$ cat config.mk
export PLATFORM = sky130hd
export DESIGN_NAME = idalloc_queue
export DESIGN_NICKNAME = d
export VERILOG_FILES = /design/src/idalloc_pkg.sv /design/src/idalloc_queue.sv
export SDC_FILE = /design/constraint.sdc
export NUM_CORES = 1
export LEC_CHECK = 0
export ABC_AREA = 1
export BUFFER_PORTS_ARGS = -buffer_cell sky130_fd_sc_hd__buf_2
export CORE_MARGIN = 2
export CORE_UTILIZATION = 35
export DETAILED_ROUTE_END_ITERATION = 7
export GPL_ROUTABILITY_DRIVEN = 0
export PLACE_DENSITY = 0.6
export SYNTH_ARGS = -nofsm -noshare
export SYNTH_HDL_FRONTEND = slang
export SYNTH_SLANG_ARGS = --single-unit
$ cat constraint.sdc
create_clock -name clk -period 4.9 [get_ports clk]
set_clock_uncertainty 0.05 [all_clocks]
set_input_delay 0 -clock clk [delete_from_list [all_inputs] [get_ports clk]]
set_output_delay 0 -clock clk [all_outputs]
set_load 0.005 [all_outputs]
$ cat src/idalloc_pkg.sv
// Shared types and constants for the slot ID allocator.
// Holds the request/response payload structs, opcode and status codes, and queue entry type.
// No dependencies.
`timescale 1ns / 1ps
`default_nettype none

package idalloc_pkg;

    // Fixed field widths of the request and response payloads.
    localparam int ID_WIDTH  = 10;
    localparam int TAG_WIDTH = 32;

    // Default sizing of the slot table.
    localparam int SLOT_COUNT_DEF  = 1024;
    localparam int OWNER_WIDTH_DEF = 32;

    // Depth of the queue between the front end and the back end.
    localparam int QUEUE_DEPTH = 2;

    // Width used to compare slot numbers against table sizes up to 65536.
    localparam int WIDE_IDX = 17;

    typedef enum logic [1:0] {
        OP_ALLOC  = 2'd0,
        OP_FREE   = 2'd1,
        OP_SEARCH = 2'd2,
        OP_OTHER  = 2'd3
    } opcode_t;

    typedef enum logic [1:0] {
        ST_OK     = 2'd0,
        ST_DENIED = 2'd1,
        ST_FULL   = 2'd2,
        ST_UNUSED = 2'd3
    } status_t;

    typedef enum logic [1:0] {
        BK_IDLE,
        BK_READ,
        BK_EXEC
    } back_state_t;

    typedef struct packed {
        opcode_t               opcode;
        logic [ID_WIDTH-1:0]   slot_id;
        logic [TAG_WIDTH-1:0]  owner_tag;
    } req_t;

    typedef struct packed {
        status_t               status;
        logic [ID_WIDTH-1:0]   result_id;
        logic [TAG_WIDTH-1:0]  result_owner;
    } rsp_t;

    // Classified operation as it travels from the front end to the back end.
    typedef struct packed {
        opcode_t               op;
        logic                  ranged;
        logic [ID_WIDTH-1:0]   slot_id;
        logic [TAG_WIDTH-1:0]  owner_tag;
    } task_t;

    // Queue status seen by the front and back ends.
    typedef struct packed {
        logic not_empty;
        logic full;
    } qstat_t;

endpackage

`default_nettype wire

$ cat src/idalloc_queue.sv
// Short FIFO of classified operations between the front end and the back end.
// Depends on idalloc_pkg.
`timescale 1ns / 1ps
`default_nettype none

module idalloc_queue (
    input  wire logic               clk,
    input  wire logic               rst_n,
    input  wire logic               push,
    input  wire idalloc_pkg::task_t push_task,
    input  wire logic               pop,
    output idalloc_pkg::task_t      head_task,
    output idalloc_pkg::qstat_t     qstat
);

    localparam int DEPTH = idalloc_pkg::QUEUE_DEPTH;
    localparam int PW    = (DEPTH > 1) ? $clog2(DEPTH) : 1;
    localparam int CNTW  = $clog2(DEPTH + 1);

    idalloc_pkg::task_t entry_reg [DEPTH];
    logic [PW-1:0]      wr_ptr_reg;
    logic [PW-1:0]      wr_ptr_next;
    logic [PW-1:0]      rd_ptr_reg;
    logic [PW-1:0]      rd_ptr_next;
    logic [CNTW-1:0]    count_reg;
    logic [CNTW-1:0]    count_next;
    logic               do_push;
    logic               do_pop;

    assign qstat.full      = count_reg == CNTW'(DEPTH);
    assign qstat.not_empty = count_reg != '0;
    assign head_task       = entry_reg[rd_ptr_reg];

    assign do_push = push && !qstat.full;
    assign do_pop  = pop && qstat.not_empty;

    // Pointer and count updates, wrapping at the queue depth.
    always_comb
    begin
        wr_ptr_next = wr_ptr_reg;
        rd_ptr_next = rd_ptr_reg;
        count_next  = count_reg;
        if (do_push)
        begin
            wr_ptr_next = (wr_ptr_reg == PW'(DEPTH - 1)) ? '0 : wr_ptr_reg + 1'b1;
        end
        if (do_pop)
        begin
            rd_ptr_next = (rd_ptr_reg == PW'(DEPTH - 1)) ? '0 : rd_ptr_reg + 1'b1;
        end
        if (do_push && !do_pop)
        begin
            count_next = count_reg + 1'b1;
        end
        else if (do_pop && !do_push)
        begin
            count_next = count_reg - 1'b1;
        end
    end

    always_ff @(posedge clk or negedge rst_n)
    begin
        if (!rst_n)
        begin
            wr_ptr_reg <= '0;
            rd_ptr_reg <= '0;
            count_reg  <= '0;
        end
        else
        begin
            wr_ptr_reg <= wr_ptr_next;
            rd_ptr_reg <= rd_ptr_next;
            count_reg  <= count_next;
        end
    end

    // Entry storage; payload only, no reset.
    always_ff @(posedge clk)
    begin
        if (do_push)
        begin
            entry_reg[wr_ptr_reg] <= push_task;
        end
    end

endmodule

`default_nettype wire

## Word level (Yosys, flattened, before mapping)

Memories as Yosys holds them, arrays and structs flattened.
Index checks and enable logic that the tools add are counted.

| cells by class | value |
|---|---|
| $add $sub $neg | 4 |
| eq/ne operators | 1 |
| mux-type cells | 6 |
| reductions and logical operators | 9 |

Operator list:

| operator | count |
|---|---|
| $logic_and 1x1->1 | 4 |
| $mux 1 | 4 |
| $mux 2 | 2 |
| $reduce_bool 2->1 | 2 |
| $logic_not 1->1 | 3 |
| $add 1x1->1 const B | 2 |
| $add 2x1->2 const B | 1 |
| $eq 2x2->1 const B | 1 |
| $sub 2x1->2 const B | 1 |

| storage, ports and cells | value |
|---|---|
| register bits after elaboration | 4 |
| RAM bits | 90 |
| bits of input ports | 49 |
| output and inout port bits | 47 |
| word-level logic and storage cells | 24 |
| memories | 1 |

Memories:

| name | words | bits a word | rd ports | clocked after memory_dff | wr ports | line | RTL |
|---|---|---|---|---|---|---|---|
| entry_reg | 2 | 45 | 1 | 0 | 1 | idalloc_queue.sv:20 | `idalloc_pkg::task_t entry_reg [DEPTH];` |

## Logic depth before layout (Yosys ltp)

Gate-level depths: netlist (run 1).

| logic depth | value |
|---|---|
| depth in word-level cells | 7 |
| gate-level depth with buffers | 9 |

## Least setup slack after synthesis (run 1)

OpenSTA, ideal clock, no wires.

| path | value |
|---|---|
| path type | register -> register |
| start point | register count_reg[1] |
| end point | memory entry_reg[1][0] (netlist bit) (enable) |
| data arrival time | 2.486 ns |
| data required time | 4.402 ns |
| path slack | 1.917 ns |
| cell stages (with the launch flop) | 4 |
| path buffers | 0 |
| clock period less this slack | 2.983 ns |
| cell sequence | dfrtp_1 inv_1 o21ai_0 nor2_1 |

| on the way | value |
|---|---|
| word-level cells in the longest chain between the ends | 5 |

Ends and longest elaborated chain:

| element | line | RTL |
|---|---|---|
| start: declaration | idalloc_queue.sv:25 | `logic [CNTW-1:0] count_reg;` |
| start signal: assignment | idalloc_queue.sv:73 | `count_reg <= count_next;` |
| $eq 2x2->1 | idalloc_queue.sv:30 | `assign qstat.full = count_reg == CNTW'(DEPTH);` |
| $logic_not 1->1 | idalloc_queue.sv:34 | `assign do_push = push && !qstat.full;` |
| $logic_and 1x1->1 | idalloc_queue.sv:34 |  |
| $mux 1 | idalloc_queue.sv:80 | `if (do_push)` |
| $mux 1 (not written as such) | idalloc_queue.sv:82 | `entry_reg[wr_ptr_reg] <= push_task;` |
| end: declaration | idalloc_queue.sv:20 |  |

No other way between the ends.

## Final worst setup path (run 1)

| path | value |
|---|---|
| start point | register count_reg[1] |
| end point | memory entry_reg[1][20] (netlist bit) (enable) |

The elaborated chain is that of the path after synthesis.

==> results of run 1 <==
-- report_power, final --
part	total, mW	leakage (nW)	internal, mW	switching [mW]
Combinational	0.781	1.09	0.289	0.492
Sequential	1.14	0.884	1.10	0.0433
Clock	0.485	0.0884	0.232	0.252
-- timing repair --
item / in CTS / in global routing
endpoints found under the hold margin: 96 / 0
resized for setup: 0 / 0
hold buffers: 49 / 0
endpoints found under the setup margin: 0 / 0
-- cell type report --
| cell class | count | area [sq um] |
|---|---|---|
| fill | 901 | 5040 |
| multi-input combinational | 155 | 617 |
| sequential | 94 | 2800 |
| timing repair buffer | 146 | 981 |
| clock buffer | 11 | 131 |
| tap | 133 | 166 |
| clock inverter | 5 | 50.0 |
| inverter | 8 | 30.0 |
-- Yosys cell counts --
master and number:
sky130_fd_sc_hd__buf_4 1, sky130_fd_sc_hd__xnor2_1 1, sky130_fd_sc_hd__buf_2 3, sky130_fd_sc_hd__o21ai_0 1, sky130_fd_sc_hd__nor2_2 2, sky130_fd_sc_hd__buf_12 4, sky130_fd_sc_hd__nand4_1 1, sky130_fd_sc_hd__dfrtp_1 4
sky130_fd_sc_hd__nand2_2 1, sky130_fd_sc_hd__nand3_1 2, sky130_fd_sc_hd__clkbuf_8 1, sky130_fd_sc_hd__nand2_1 145, sky130_fd_sc_hd__edfxtp_1 90, sky130_fd_sc_hd__inv_1 7, sky130_fd_sc_hd__nor2_1 1, sky130_fd_sc_hd__ha_1 1
sky130_fd_sc_hd__inv_2 1
-- final timing paths --
kind | end | slack, ns | from | cells after the start
min in group asynchronous | wr_ptr_reg | 0.49 | rst_n | 3
setup / recovery | entry_reg[1][20] | 2.78 | count_reg[1] | 4
max in group asynchronous | rd_ptr_reg | 4.10 | rst_n | 3
setup reg to reg | entry_reg[1][20] | 2.78 | count_reg[1] | 4
hold / removal | entry_reg[1][7] | 0.32 | push_task[7] | 2
hold reg to reg | count_reg[1] | 0.43 | count_reg[1] | 2
-- through the flow --
stage	instance area, sq um	power [mW]	cells	hold slack (ns)	utilization, %
after floorplan	3560	1.66	266	-0.346	-
after global placement	4110	1.92	487	-0.238	41.8
after detailed placement	4110	1.94	487	-0.236	41.8
after CTS	4780	2.45	552	0.294	48.7
after global routing	4780	2.59	552	0.295	48.7
final	4780	2.41	552	0.319	48.7
-- cell families (layout without fill, tap and decap cells) --
| family | after synthesis | after routing | share of synthesized area [%] |
|---|---|---|---|
| flip-flops | 94 | 94 | 78.8 |
| AO/OA/AOI/OAI | 1 | 1 | 0.141 |
| XOR/XNOR | 1 | 1 | 0.246 |
| AND/OR/NAND/NOR | 152 | 152 | 16.4 |
| adder cells (fa/ha/maj) | 1 | 1 | 0.352 |
| buffers and inverters | 17 | 170 | 4.11 |
-- layer usage --
layer  wire length (um)  share of wire, %  track usage [%]
met5                  0                 0                0
met4                 65              0.92             4.86
met3                327               4.6             3.68
met2               3440                49             22.8
met1               3250                46             16.3
==> Implementation_results.wiki, run 1 <==
{| class="wikitable"
! Metric !! Value
|-
| Worst slack, placed || 2.76 ns
|-
| Result of the run || finished clean
|-
| Number of top-level design ports || 96
|-
| Max Buffers Root-to-Sink || 2
|-
| Setup repair bufs after CTS || 0
|-
| Number of H-tree levels || 3
|-
| Global router's overall resource usage || 13.4%
|-
| Yosys Warn Count || 0
|-
| Detailed-route vias per instance || 4.24
|-
| Total negative slack || 0 ns
|-
| Crit path DAT || 2.09 ns
|-
| Max Cap Violations || 0
|-
| Family with the most delay on the worst path || buffers and inverters
|-
| Synthesized Nets || 316
|-
| Area added between synthesis and finish || 34.3%
|-
| Clk pin slew, worst setup/hold paths || 0.09 ns
|-
| Length of the first detailed-routing pass in iterations || 4
|-
| Number of remaining DRC errors || 0
|-
| Antenna violations before repair || 0
|-
| # nets final || 464
|-
| Power density normalized to cell area || 504 nW/um^2
|-
| First-pass GRT wire length || 11300 um
|-
| Overall routed net length || 7080 um
|-
| Critical path's largest stage delay || 0.59 ns
|-
| DRC marker count from the first detailed-route iteration || 69
|-
| Endpoints failing setup || 0
|-
| Worst path setup slack after routing || 2.78 ns
|-
| Vias post-DR || 2339
|-
| Buffer and inverter count on the worst path || 2
|-
| Crit Path Max Fanout || 24
|-
| Routed wire length per instance || 12.8 um
|-
| Post-detail-place hpwl || 4060 um
|-
| Num rows || 36
|-
| TritonCTS buffer count || 9
|-
| Kind of end point of the critical path || register
|-
| Yosys reg bits || 94
|-
| Critical-path cell list || inv_1, o21ai_0, nor2_4, buf_4
|-
| CP Launch Type || register
|-
| Die width || 105 um
|-
| Initial Utilization || 36.2%
|-
| Largest net degree at the start of global routing || 47
|-
| Slew at the pin closest to its max-slew limit || 1.03 ns
|-
| Top area cells in the synthesized netlist || sky130_fd_sc_hd__edfxtp_1 76%, sky130_fd_sc_hd__nand2_1 15%, sky130_fd_sc_hd__dfrtp_1 2.8%, sky130_fd_sc_hd__buf_12 2.3%, sky130_fd_sc_hd__inv_1 0.74%
|-
| Number of buffers added on ports || 95
|-
| Avg Inst Size Synth || 13.4 sq um
|-
| Max Fclk || 471 MHz
|-
| Most common cell after layout, fill and taps aside || sky130_fd_sc_hd__nand2_1
|-
| Final period demand of the worst path || 2.12 ns
|-
| Y dimension of the die || 105 um
|-
| Total inserted antenna cells || 0
|-
| Max reg flops || 90
|-
| Worst slew margin relative to its limit || 30.9%
|-
| Residual overflow from global routing || 0
|-
| Final count of hold timing violations || 0
|-
| Die footprint || 11000 sq um
|-
| Post-synthesis instance area || 3560 sq um
|-
| Max VDD drop || 0.464 mV
|-
| Placeable core area || 9820 sq um
|-
| Type of the most critical hold path || input port to register
|-
| Clock tree from TritonCTS || built
|-
| Share of cells above drive strength 1 || 27.7%
|-
| Root buffer selected by CTS || sky130_fd_sc_hd__clkbuf_8
|-
| Area share of the leading cell type in the synthesized netlist || 75.9%
|-
| Number of global-route vias before repair || 2367
|-
| Cell type of the slowest stage on the worst timing path || sky130_fd_sc_hd__nor2_4
|-
| Proportion of synthesized chip area in sequential cells || 78.8%
|-
| Clock latency reported for the late side of the worst-skew pair || 0.35 ns
|-
| Sink count of the clock tree || 94
|-
| Period utilisation layout || 43.3%
|-
| RSZ-0062 raised after global routing || false
|-
| Netlist cell types || 17
|-
| Leading cell types in the layout, fill and taps excluded || 145 x sky130_fd_sc_hd__nand2_1, 95 x sky130_fd_sc_hd__buf_2, 90 x sky130_fd_sc_hd__edfxtp_1
|-
| Classification of the worst setup path || register to register
|-
| Post-Syn Instances || 266
|-
| Dominant cell type by area after synthesis || sky130_fd_sc_hd__edfxtp_1
|-
| Number of antenna-violating nets in the routed design || 0
|-
| Data required time at the worst endpoint || 4.87 ns
|-
| Slew Limit Fails || 0
|-
| Leakage power summed over all cells || 2.06 nW
|}
Power figures use the tool's default switching activity.
==> run 2: changes to the inputs <==
--- a/config.mk
+++ b/config.mk
@@ -5,7 +5,7 @@
 export SDC_FILE = /design/constraint.sdc
 export NUM_CORES = 1
 export LEC_CHECK = 0
-export ABC_AREA = 1
+export ABC_AREA = 0
 export BUFFER_PORTS_ARGS = -buffer_cell sky130_fd_sc_hd__buf_2
 export CORE_MARGIN = 2
 export CORE_UTILIZATION = 35
==> constraint.sdc (replaced) <==
create_clock -name clk -period 2.1 [get_ports clk]
set_clock_uncertainty 0.05 [all_clocks]
set_input_delay 0 -clock clk [delete_from_list [all_inputs] [get_ports clk]]
set_output_delay 0 -clock clk [all_outputs]
set_load 0.005 [all_outputs]
==> run 2 against run 1 <==
Non-clock buffer count increased by 4. Via count shrank 18%. Worst hold slack got worse by 0.0076 ns. Power grew 140%. Routed wire length down 12%. Critical endpoint is now head_task[22].
==> Implementation_results.wiki, run 2 <==
{| class="wikitable"
! Metric !! Value
|-
| Result of the run || finished clean
|-
| Source of the worst hold timing path || push_task[3]
|-
| Routed wire length per instance || 13.7 um (+6.6%)
|-
| CP Launch Type || register
|-
| Final count of hold timing violations || 0 (unchanged)
|-
| Power density normalized to cell area || 1160 nW/um^2 (+130%)
|-
| Area after DPL || 4270 sq um (+3.9%)
|-
| Slew Limit Fails || 0 (unchanged)
|-
| Detailed-route vias per instance || 4.22 (-0.32%)
|-
| Final period demand of the worst path || 1.64 ns
|-
| Overall routed net length || 6230 um (-12%)
|-
| Proportion of synthesized chip area in sequential cells || 76.8% (-1.9 points)
|-
| Total inserted antenna cells || 0 (unchanged)
|-
| Crit path DAT || 1.59 ns (-0.50 ns)
|-
| Residual overflow from global routing || 0 (unchanged)
|-
| Most numerous cell types in the synthesized netlist || 90 x sky130_fd_sc_hd__edfxtp_1, 39 x sky130_fd_sc_hd__mux2_4, 6 x sky130_fd_sc_hd__mux2_2
|-
| Number of instances resized during post-cts repair || 0 (unchanged)
|-
| Clk pin slew, worst setup/hold paths || 0.10 ns (about the same)
|-
| Top area cells in the synthesized netlist || sky130_fd_sc_hd__edfxtp_1 74%, sky130_fd_sc_hd__mux2_4 16%, sky130_fd_sc_hd__dfrtp_1 2.7%, sky130_fd_sc_hd__buf_12 2.2%, sky130_fd_sc_hd__mux2_2 1.9%
|-
| Vias post-DR || 1926 (-18%)
|-
| Endpoints failing setup || 0 (unchanged)
|-
| Max VDD drop || 0.654 mV (+41%)
|-
| Critical register-to-register path startpoint || count_reg[0]
|-
| Crit Path Max Fanout || 19 (-21%)
|-
| Clock tree from TritonCTS || built
|-
| Initial Utilization || 35.6% (-0.59 points)
|-
| Number of top-level design ports || 96 (unchanged)
|-
| Total negative slack || 0 ns (unchanged)
|-
| Num rows || 37 (+2.8%)
|-
| Post-Syn Instances || 159 (-40%)
|-
| Max Fclk || 610 MHz
|-
| Area added between synthesis and finish || 35.1%
|-
| Slew at the pin closest to its max-slew limit || 0.352 ns (-0.683 ns)
|-
| Number of antenna-violating nets in the routed design || 0 (unchanged)
|-
| Period utilisation layout || 78.0%
|-
| Total power of the final layout || 5.72 mW (+140%)
|-
| Worst hold path stage count || 2 (unchanged)
|-
| Area share of the leading cell type in the synthesized netlist || 74.1% (-1.8 points)
|-
| Die width || 106 um (+1.2%)
|-
| Synth async-reset ratio || 4.26% (unchanged)
|-
| Cell depth of the worst flop-to-flop path || 7 (+3)
|-
| Hold Crit Endpoint || entry_reg[0][3]
|-
| Adder and majority cell fraction of the synthesized area || 0.343% (-0.0086 points)
|-
| Leading cell types in the layout, fill and taps excluded || 95 x sky130_fd_sc_hd__buf_2, 90 x sky130_fd_sc_hd__edfxtp_1, 49 x sky130_fd_sc_hd__dlygate4sd3_1
|-
| Largest family of logic cells by synthesized area || multiplexers
|-
| Final design instance area without fill || 4930 sq um (+3.1%)
|-
| Global router's overall resource usage || 11.4% (-2.0 points)
|-
| Sink count of the clock tree || 94 (unchanged)
|-
| Max reg flops || 90 (unchanged)
|-
| Dominant cell type by area after synthesis || sky130_fd_sc_hd__edfxtp_1
|-
| Netlist cell types || 16 (-1)
|-
| Share of cells above drive strength 1 || 50.9% (+23 points)
|-
| Area fraction in compound gates after synthesis || 0% (-0.14 points)
|-
| Number of buffers added on ports || 95 (unchanged)
|-
| Avg Inst Size Synth || 22.9 sq um (+71%)
|-
| DRC marker count from the first detailed-route iteration || 50 (-28%)
|-
| Number of global-route vias before repair || 2047 (-14%)
|-
| Type of the most critical hold path || input port to register
|-
| Post-synthesis instance area || 3650 sq um (+2.5%)
|-
| Core occupancy in the finished layout || 48.1% (-0.53 points)
|-
| Destination of the worst register-to-register timing path || count_reg[1]
|-
| Die footprint || 11300 sq um (+2.4%)
|-
| Data required time at the worst endpoint || 2.05 ns (-2.82 ns)
|-
| Simple logic cell fraction of the synthesized area || 0.995% (-15 points)
|-
| TritonCTS buffer count || 9 (unchanged)
|-
| Placeable core area || 10200 sq um (+4.2%)
|-
| # nets final || 365 (-21%)
|-
| Y dimension of the die || 106 um (+1.2%)
|-
| First-pass GRT wire length || 9690 um (-14%)
|-
| Number of fill cells || 872 (-3.2%)
|-
| Max Cap Violations || 0 (unchanged)
|-
| Synthesized Nets || 209 (-34%)
|-
| Worst slew margin relative to its limit || 76.5% (+46 points)
|-
| Post-detail-place hpwl || 3850 um (-5.2%)
|-
| Most common cell after layout, fill and taps aside || sky130_fd_sc_hd__buf_2
|-
| Clock latency reported for the late side of the worst-skew pair || 0.34 ns (about the same)
|-
| Root buffer selected by CTS || sky130_fd_sc_hd__clkbuf_8
|-
| Total instance count after detailed placement || 391 (-20%)
|-
| Top flip-flop cell by instance count after synthesis || sky130_fd_sc_hd__edfxtp_1
|-
| Share of synthesized area spent on multiplexers || 17.9% (+18 points)
|-
| Largest net degree at the start of global routing || 28 (-40%)
|-
| Area share of xor/xnor cells in the synthesized design || 1.20% (+0.95 points)
|-
| Number of standard cells in the final layout excluding fillers || 456 (-17%)
|-
| RSZ-0062 raised after global routing || false
|-
| R2r setup slk || 0.50 ns (-2.28 ns)
|-
| Antenna violations before repair || 0 (unchanged)
|-
| Kind of end point of the critical path || output port
|-
| Yosys reg bits || 94 (unchanged)
|-
| Classification of the worst setup path || register to output port
|-
| Yosys Warn Count || 0 (unchanged)
|-
| Most repeated cell in the gate-level netlist after synthesis || sky130_fd_sc_hd__edfxtp_1
|-
| Leakage power summed over all cells || 1.97 nW (-4.3%)
|-
| Number of remaining DRC errors || 0 (unchanged)
|-
| Number of H-tree levels || 3 (unchanged)
|-
| Count of flip-flops with a built-in enable after synthesis || 90 (unchanged)
|-
| Length of the first detailed-routing pass in iterations || 4 (unchanged)
|-
| Max Buffers Root-to-Sink || 2 (unchanged)
|}
run 2: cell types whose count changed in the layout (fill, tap and decap cells not counted), moves of 2 or more:
cell / change
sky130_fd_sc_hd__nand2_1: -144
sky130_fd_sc_hd__mux2_4: +39
sky130_fd_sc_hd__mux2_2: +6
sky130_fd_sc_hd__inv_1: -4
sky130_fd_sc_hd__buf_4: +3
sky130_fd_sc_hd__clkinvlp_4: +2
sky130_fd_sc_hd__inv_2: -2
sky130_fd_sc_hd__nand3_1: -2
sky130_fd_sc_hd__nor2_2: -2
sky130_fd_sc_hd__xnor2_1: +2
sky130_fd_sc_hd__xor2_1: +2
run 2: cells by family after synthesis:
family / after synthesis
DFF: 94
muxes: 45
buffers and inverters: 7
and+or+nand+nor: 7
xor gates and xnor gates: 5
adders and majority gates: 1
run 2: critical path, cell delays in order (launching register included):
cell                      delay (ns)
sky130_fd_sc_hd__dfrtp_2        0.39
sky130_fd_sc_hd__buf_4          0.34
sky130_fd_sc_hd__mux2_2         0.38
sky130_fd_sc_hd__buf_2          0.13
run 2: metrics by stage:
step,setup WS (ns),hold WS (ns)
2_1_floorplan,0.317,-0.346
3_3_place_gp,0.579,-0.239
3_5_place_dp,0.521,-0.231
4_1_cts,0.420,0.291
5_1_grt,0.383,0.297
6_report,0.461,0.312
run 2: what timing repair did:
| item | in CTS | in global routing |
|---|---|---|
| buffers inserted | 0 | 0 |
| endpoints found under the hold margin | 96 | 0 |
| hold buffers | 49 | 0 |
run 2: where the power goes:
group          total [mW]  internal [mW]  switching, mW
clock network        1.04          0.425          0.616
registers            2.69           2.57          0.122
logic                1.99           1.12          0.872
run 2: cell type report:
type / instances / area (sq um) / area share, %
multi-input cells: 58 / 754 / 15.3
flip-flops and latches: 94 / 2800 / 56.9
well taps: 136 / 170 / 3.45
repair buffers: 150 / 1020 / 20.8
clock buffers: 10 / 128 / 2.59
inverters: 2 / 7.51 / 0.152
clock inverters: 6 / 38.8 / 0.787
run 2: worst max path at each step:
stage / start / cells past startpoint / endpoint
6_report: rd_ptr_reg / 3 / head_task[22]
5_1_grt: rd_ptr_reg / 3 / head_task[22]
4_1_cts: rd_ptr_reg / 3 / head_task[28]
3_5_place_dp: count_reg[0] / 7 / count_reg[1]
3_3_place_gp: count_reg[0] / 7 / count_reg[1]
2_1_floorplan: count_reg[0] / 3 / entry_reg[0][0]
run 2: metal layers:
layer  vias to the layer above  routed length (um)  global-route usage (%)
met5                         -                   0                       0
met4                         0                  73                    3.38
met3                         6                 304                    3.86
met2                        60                3200                    19.5
met1                       938                2660                    13.6
li1                        922                   -                       -
